File: config.mk
export PLATFORM = sky130hd
export DESIGN_NAME = level_meter_ballistics
export DESIGN_NICKNAME = d
export VERILOG_FILES = /design/src/sv/lmb_pkg.sv /design/src/sv/level_meter_ballistics.sv
export SDC_FILE = /design/constraint.sdc
export NUM_CORES = 2
export LEC_CHECK = 0
export BUFFER_PORTS_ARGS = -buffer_cell sky130_fd_sc_hd__buf_2
export CAP_MARGIN = 20
export CELL_PAD_IN_SITES_DETAIL_PLACEMENT = 1
export CELL_PAD_IN_SITES_GLOBAL_PLACEMENT = 1
export CORE_ASPECT_RATIO = 0.8
export CORE_UTILIZATION = 39
export CTS_CLUSTER_SIZE = 28
export DETAILED_ROUTE_END_ITERATION = 16
export PLACE_DENSITY = 0.7
export SETUP_SLACK_MARGIN = 0.5
export SLEW_MARGIN = 25
export SYNTH_ARGS = -nofsm -noshare
export SYNTH_HDL_FRONTEND = slang
export SYNTH_SLANG_ARGS = --single-unit
File: constraint.sdc
create_clock -name clk -period 48.9 [get_ports clk]
set_input_delay 4.89 -clock clk [delete_from_list [all_inputs] [get_ports clk]]
set_output_delay 4.89 -clock clk [all_outputs]
set_load 0.01 [all_outputs]
File: src/sv/lmb_pkg.sv
// lmb_pkg: shared types and constants for the level meter ballistics block.
// Holds the Q5.16 and Q1.16 formats, register index codes and the coefficient clamp.
// No dependencies.
package lmb_pkg;

  localparam int LEVEL_W   = 21;
  localparam int COEFF_W   = 17;
  localparam int HOLD_W    = 16;
  localparam int CFG_IDX_W = 3;
  localparam int CFG_DAT_W = 17;
  localparam int FRAC_W    = 16;
  localparam int PROD_W    = LEVEL_W + COEFF_W + 1;

  typedef logic [LEVEL_W-1:0] level_t;
  typedef logic [COEFF_W-1:0] coeff_t;
  typedef logic [HOLD_W-1:0]  hold_t;
  typedef logic [PROD_W-1:0]  prod_t;

  localparam coeff_t ONE_Q16   = coeff_t'(65536);
  localparam level_t LEVEL_MAX = level_t'(1048576);
  localparam prod_t  ROUND_Q16 = prod_t'(32768);

  localparam coeff_t ATTACK_RST  = coeff_t'(65536);
  localparam coeff_t RELEASE_RST = coeff_t'(13107);
  localparam coeff_t FALL_RST    = coeff_t'(58982);
  localparam hold_t  HOLD_RST    = hold_t'(0);

  typedef enum logic [CFG_IDX_W-1:0] {
    REG_ATTACK  = 3'd0,
    REG_RELEASE = 3'd1,
    REG_FALL    = 3'd2,
    REG_HOLD    = 3'd3
  } cfg_reg_t;

  // Any value at or above 1.0 acts as 1.0; bit 16 set means at least 65536.
  function automatic coeff_t clamp_unit(input coeff_t c);
    clamp_unit = c[COEFF_W-1] ? ONE_Q16 : c;
  endfunction

endpackage

File: src/sv/level_meter_ballistics.sv
// level_meter_ballistics: smoothed level and held, decaying peak for a meter.
// Depends on lmb_pkg (types, constants, register codes).
//
// Usage:
//   Input channel: in_valid / in_stall with in_target_level, one linear
//   amplitude sample in unsigned Q5.16 per transaction.
//   Result channel: out_valid / out_stall with out_meter_level and
//   out_meter_peak, one result transaction per input transaction.
//   Config channel: cfg_valid / cfg_ready with cfg_index and cfg_data; write
//   only while the block is idle. cfg_ready is always high. Indexes past the
//   register list are dropped.
// Update and throughput:
//   The whole update (one 17x21 multiply for the level filter, one 21x17
//   multiply for the peak decay, rounding, saturation and compares) runs in
//   the cycle of acceptance; its result is registered into the output
//   register, or into the skid register while the output is held. One sample
//   per cycle is sustained while in_stall is low; the level and peak state loop sets that rate.
// Stall:
//   The result side has an output register and a one-entry skid register.
//   The block keeps taking samples while one finished result waits; in_stall
//   rises only when the skid register is full, and it is a register output.
// Reset:
//   rst_n (synchronous, active low) clears level, peak and hold counter to
//   zero, loads the coefficient defaults and empties both result registers.
module level_meter_ballistics (
  input  logic                          clk,
  input  logic                          rst_n,
  // sample input
  input  logic                          in_valid,
  output logic                          in_stall,
  input  logic [lmb_pkg::LEVEL_W-1:0]   in_target_level,
  // result output
  output logic                          out_valid,
  input  logic                          out_stall,
  output logic [lmb_pkg::LEVEL_W-1:0]   out_meter_level,
  output logic [lmb_pkg::LEVEL_W-1:0]   out_meter_peak,
  // configuration writes
  input  logic                          cfg_valid,
  output logic                          cfg_ready,
  input  logic [lmb_pkg::CFG_IDX_W-1:0] cfg_index,
  input  logic [lmb_pkg::CFG_DAT_W-1:0] cfg_data
);

  // configuration registers
  lmb_pkg::coeff_t attack_r, release_r, fall_r;
  lmb_pkg::hold_t  hold_steps_r;

  // meter state
  lmb_pkg::level_t level_r, level_nxt;
  lmb_pkg::level_t peak_r, peak_nxt;
  lmb_pkg::hold_t  hold_cnt_r, hold_cnt_nxt;

  // result registers: output stage and skid stage
  logic            out_vld_r, skid_vld_r;
  lmb_pkg::level_t out_level_r, out_peak_r;
  lmb_pkg::level_t skid_level_r, skid_peak_r;

  logic in_acc, out_take;

  // level filter datapath
  lmb_pkg::coeff_t coeff_sel;
  logic            rising;
  lmb_pkg::level_t diff;
  lmb_pkg::prod_t  lvl_prod;
  logic [lmb_pkg::LEVEL_W:0]   lvl_mag;
  logic [lmb_pkg::LEVEL_W+1:0] lvl_sum;

  // peak datapath
  lmb_pkg::prod_t  pk_prod;
  lmb_pkg::level_t pk_decay;
  lmb_pkg::level_t pk_work;

  assign cfg_ready = 1'b1;
  assign in_stall  = skid_vld_r;
  assign in_acc    = in_valid && !skid_vld_r;
  assign out_take  = out_vld_r && !out_stall;

  assign out_valid       = out_vld_r;
  assign out_meter_level = out_level_r;
  assign out_meter_peak  = out_peak_r;

  // Level: one-pole step toward the sample, magnitude rounded half away from zero.
  always_comb begin
    rising    = in_target_level > level_r;
    coeff_sel = lmb_pkg::clamp_unit(rising ? attack_r : release_r);
    diff      = (in_target_level >= level_r) ? (in_target_level - level_r)
                                             : (level_r - in_target_level);
    lvl_prod  = lmb_pkg::prod_t'(coeff_sel) * lmb_pkg::prod_t'(diff);
    lvl_mag   = (lmb_pkg::LEVEL_W+1)'((lvl_prod + lmb_pkg::ROUND_Q16) >> lmb_pkg::FRAC_W);
    lvl_sum   = '0;
    if (in_target_level >= level_r) begin
      lvl_sum = (lmb_pkg::LEVEL_W+2)'(level_r) + (lmb_pkg::LEVEL_W+2)'(lvl_mag);
      if (lvl_sum > (lmb_pkg::LEVEL_W+2)'(lmb_pkg::LEVEL_MAX)) begin
        level_nxt = lmb_pkg::LEVEL_MAX;
      end else begin
        level_nxt = lmb_pkg::level_t'(lvl_sum);
      end
    end else begin
      if (lvl_mag > (lmb_pkg::LEVEL_W+1)'(level_r)) begin
        level_nxt = '0;
      end else begin
        level_nxt = level_r - lmb_pkg::level_t'(lvl_mag);
      end
      // a level above 16.0 cannot occur, but keep the clamp for safety
      if (level_nxt > lmb_pkg::LEVEL_MAX) begin
        level_nxt = lmb_pkg::LEVEL_MAX;
      end
    end
  end

  // Peak: reload on a new high, hold while the counter runs, then decay.
  always_comb begin
    pk_prod      = lmb_pkg::prod_t'(peak_r) * lmb_pkg::prod_t'(lmb_pkg::clamp_unit(fall_r));
    pk_decay     = lmb_pkg::level_t'((pk_prod + lmb_pkg::ROUND_Q16) >> lmb_pkg::FRAC_W);
    pk_work      = peak_r;
    hold_cnt_nxt = hold_cnt_r;
    if (in_target_level >= peak_r) begin
      pk_work      = (in_target_level > lmb_pkg::LEVEL_MAX) ? lmb_pkg::LEVEL_MAX
                                                            : in_target_level;
      hold_cnt_nxt = hold_steps_r;
    end else if (hold_cnt_r != '0) begin
      hold_cnt_nxt = hold_cnt_r - lmb_pkg::hold_t'(1);
    end else begin
      pk_work = pk_decay;
    end
    // never leave the peak under the level
    peak_nxt = (pk_work < level_nxt) ? level_nxt : pk_work;
  end

  // Configuration registers.
  always_ff @(posedge clk) begin
    if (!rst_n) begin
      attack_r     <= lmb_pkg::ATTACK_RST;
      release_r    <= lmb_pkg::RELEASE_RST;
      fall_r       <= lmb_pkg::FALL_RST;
      hold_steps_r <= lmb_pkg::HOLD_RST;
    end else if (cfg_valid && cfg_ready) begin
      case (cfg_index)
        lmb_pkg::REG_ATTACK:  attack_r     <= cfg_data;
        lmb_pkg::REG_RELEASE: release_r    <= cfg_data;
        lmb_pkg::REG_FALL:    fall_r       <= cfg_data;
        lmb_pkg::REG_HOLD:    hold_steps_r <= cfg_data[lmb_pkg::HOLD_W-1:0];
        default: ;  // drop writes past the register list
      endcase
    end
  end

  // Meter state: advance on every accepted sample.
  always_ff @(posedge clk) begin
    if (!rst_n) begin
      level_r    <= '0;
      peak_r     <= '0;
      hold_cnt_r <= '0;
    end else if (in_acc) begin
      level_r    <= level_nxt;
      peak_r     <= peak_nxt;
      hold_cnt_r <= hold_cnt_nxt;
    end
  end

  // Result stages: fill the output register when it is free or draining,
  // otherwise park the new result in the skid register.
  always_ff @(posedge clk) begin
    if (!rst_n) begin
      out_vld_r  <= 1'b0;
      skid_vld_r <= 1'b0;
    end else begin
      if (!out_vld_r || out_take) begin
        if (skid_vld_r) begin
          out_vld_r  <= 1'b1;
          skid_vld_r <= 1'b0;
        end else begin
          out_vld_r <= in_acc;
        end
      end else if (in_acc) begin
        skid_vld_r <= 1'b1;
      end
    end
  end

  always_ff @(posedge clk) begin
    if (!out_vld_r || out_take) begin
      if (skid_vld_r) begin
        out_level_r <= skid_level_r;
        out_peak_r  <= skid_peak_r;
      end else if (in_acc) begin
        out_level_r <= level_nxt;
        out_peak_r  <= peak_nxt;
      end
    end else if (in_acc) begin
      skid_level_r <= level_nxt;
      skid_peak_r  <= peak_nxt;
    end
  end

  // The skid stage only fills behind a held output.
  a_skid_behind_out: assert property (@(posedge clk) disable iff (!rst_n)
    skid_vld_r |-> out_vld_r)
    else $error("skid register full while output register empty");

  // The stored level stays within 0..16.0.
  a_level_range: assert property (@(posedge clk) disable iff (!rst_n)
    level_r <= lmb_pkg::LEVEL_MAX)
    else $error("smoothed level above 16.0");

  // The held peak never sits below the level.
  a_peak_above_level: assert property (@(posedge clk) disable iff (!rst_n)
    peak_r >= level_r)
    else $error("held peak below smoothed level");

  // An accepted sample lands in a result register on the next edge.
  a_accept_lands: assert property (@(posedge clk) disable iff (!rst_n)
    in_acc |=> (out_vld_r && out_level_r == level_r) ||
               (skid_vld_r && skid_level_r == level_r))
    else $error("accepted sample did not reach a result register");

endmodule

==> key figures <==
Status
  – Status: complete, no violations

Global route
  – GRT Overall Usage: 0.275
  – First-pass GRT wire length: around 210 mm
  – Number of antenna violations at the first check in global routing: 5
  – Overflow left after global routing: 0
  – Pin count of the biggest net entering global routing: 77
  – Number of global-route vias before repair: 34000

Die
  – Starting density of the core: 0.395
  – DIE WIDTH: 353 um
  – IO Pins: 91
  – Placeable Area: 0.0971 mm2
  – Area of the die: 0.0997 mm2
  – Placement Rows: ~100
  – Vertical die dimension: 283 um

STA
  – Maximum operating frequency: approximately 0.043 GHz
  – Fraction of the cycle the final worst path needs: 0.472
  – Worst Skew: between 0.07 and 0.08 ns
  – TNS Setup: 0 ns
  – Final worst path period need: 23.06 ns
  – RSZ-0062 raised after global routing: false
  – Slew @ Worst Pin: 1.06 ns
  – Relative slew slack: 0.293
  – Max-slew violation count: 0
  – Number of endpoints failing setup at the final stage: 0
  – Final Hold Fails: 0

Layout
  – Layout Utilization: 0.424
  – Commonest cells after routing, fill and taps aside: sky130_fd_sc_hd__inv_1 (778), sky130_fd_sc_hd__nand2_1 (656), sky130_fd_sc_hd__fa_1 (571)
  – Leading cell type in the layout, fill and taps excluded: sky130_fd_sc_hd__inv_1
  – Layout overhead on the synthesized area: 7.36%
  – Net count, final: approximately 5500
  – Fill cell instance count of the final layout: 11600
  – Fraction of layout instances using a drive strength above 1: 0.0758

Clock tree
  – CTS max path bufs: 3
  – CTS sink count: around 210
  – H-Tree Depth: 1
  – TritonCTS clock tree: built
  – Post-cts resize count: 0
  – CTS Root Buffer Type: sky130_fd_sc_hd__clkbuf_16
  – Worst-Skew Late Latency: around 0.60 ns
  – Hold-fix buffer count after cts: 0
  – Clk slew on worst S/H paths: 0.07 ns
  – Inserted Clock Buffers: 24
  – Post-CTS Setup Inserts: 0

Logic synthesis
  – Synthesis warning total: 0
  – Netlist Area Pre-Place: about 0.038 mm2
  – Async set-or-reset flop fraction in the synthesized netlist: 0
  – Main flop type after synthesis: sky130_fd_sc_hd__dfxtp_1
  – Nets in the synthesized netlist: 5550
  – Number of enable-type register cells in the synthesized netlist: 84
  – Register bit count reported by yosys: 211
  – Average footprint of a synthesized cell: 8.45 um2
  – Proportion of synthesized chip area in sequential cells: 0.132
  – Gate count of the mapped netlist: 4543
  – Number of distinct standard cells referenced by the synthesized netlist: 97

Min path
  – Type of the most critical hold path: reg -> reg

Setup path
  – Highest net fanout along the worst path: 31
  – Critical path data arrival time: 23.39 ns
  – Cell with the largest stage delay on the worst path: sky130_fd_sc_hd__and3b_1
  – Delay contributed by the slowest stage of the critical path: between 0.7 and 0.8 ns
  – Startpoint class of the critical path: input pin
  – Required arrival time at the worst endpoint: between 40 and 50 ns
  – Kind of end point of the critical path: register
  – Category of the critical setup timing path: in -> reg

Place
  – Global placer's final weighted congestion: 0.950
  – Detail Placement HPWL: 109 mm
  – Number of port buffers: 89

Routing
  – Pre-antenna DRT Iters: 5
  – Iteration-0 DRC Markers: 2331
  – Total detailed-routing wirelength: between 100 and 150 mm
  – Count of antenna-violating nets left after detailed routing: 0
  – Via-per-instance ratio: 5.52
  – Total number of vias: 32200
  – Mean routed wirelength per cell: 23.1 um
  – Total DRC errors in the routed layout: 0

Run
  – Number of max-capacitance violations reported: 0
layer usage:
layer	GRT usage	vias up	share of wire	wire (um)
met5	0	-	0.00035	47
met4	0.0514	8	0.019	2590
met3	0.0426	149	0.070	9400
met2	0.419	970	0.43	57600
met1	0.411	16600	0.48	65400
li1	-	14500	-	-
Yosys cell counts (all sizes together), types with 30 or more instances:
master | instances | share of area
ha | 390 | 0.13
o21ai | 110 | 0.015
nor2b | 49 | 0.0080
nand2 | 658 | 0.065
dfxtp | 127 | 0.066
clkbuf | 191 | 0.019
fa | 571 | 0.30
xnor2 | 65 | 0.015
nor3 | 58 | 0.0077
o31ai | 32 | 0.0070
inv | 782 | 0.076
xor2 | 30 | 0.0068
buf | 35 | 0.0052
edfxtp | 84 | 0.066
a211oi | 40 | 0.0078
a21o | 80 | 0.016
nor2 | 307 | 0.030
mux2 | 42 | 0.012
nand4 | 34 | 0.0055
and2 | 158 | 0.026
a21oi | 200 | 0.026
nand2b | 50 | 0.0081
nand3 | 95 | 0.013
or3 | 33 | 0.0054
cell type report:
| type | count | area (um2) | area share |
|---|---|---|---|
| clock inverters | 9 | 121 | 0.00294 |
| inverters | 783 | 2940 | 0.0713 |
| well taps | 1300 | 1630 | 0.0395 |
| clock buffers | 31 | 714 | 0.0173 |
| multi-input cells | 3323 | 29600 | 0.718 |
| flip-flops and latches | 211 | 5070 | 0.123 |
| diodes | 1 | 2.50 | 0.0000607 |
| repair buffers | 181 | 1140 | 0.0277 |
cell families (layout without fill, tap and decap cells):
logic type                 Yosys count  count (layout)  synth area share
muxes                               71              71            0.0199
adders and majority gates          961             961             0.425
other                                1               2         0.0000977
and+or+nand+nor                   1524            1524             0.184
xor gates and xnor gates            95              95            0.0217
DFF                                211             211             0.132
AOI/OAI and AO/OA                  671             671             0.117
buffers and inverters             1009            1004             0.100
through the flow:
step	cell area (um2)	worst slack, ns	cells	hold WS, ns
3_3_place_gp	40300	25.72	5797	0.441
5_1_grt	41200	25.18	5838	0.469
4_1_cts	41200	26.30	5837	0.453
2_1_floorplan	38400	29.61	4543	0.432
6_report	41200	25.84	5839	0.455
3_5_place_dp	40400	25.70	5797	0.445
critical path: cells and delay by family:
kind | cells | cell delay [ns]
buf+inv | 9 | 1.62
xor+xnor | 2 | 0.31
simple gates | 14 | 4.50
mux | 2 | 0.71
compound gates | 24 | 6.43
fa+ha+maj | 10 | 4.84
sequential cells by signal, indices dropped and copies added, names as in the netlist:
name	count
attack_r	17
fall_r	17
hold_cnt_r	16
hold_steps_r	16
in_stall	1
level_r	21
out_meter_level	21
out_meter_peak	21
out_valid	1
peak_r	21
release_r	17
skid_level_r	21
skid_peak_r	21
worst paths after layout:
check                           start                           end  slack (ns)  cells past startpoint
max               in_target_level[16]  out_meter_peak[20]$_DFFE_PP_       25.84                     61
min reg2reg   fall_r[12]$_SDFFE_PN0P_       fall_r[12]$_SDFFE_PN0P_        0.46                      2
max reg2reg  level_r[15]$_SDFFE_PN0P_  out_meter_peak[20]$_DFFE_PP_       29.95                     60
min           fall_r[12]$_SDFFE_PN0P_       fall_r[12]$_SDFFE_PN0P_        0.46                      2
Power is left out: the tool's default activity adds up to more than one toggle a clock period on the data nets, which glitch-free logic cannot reach.
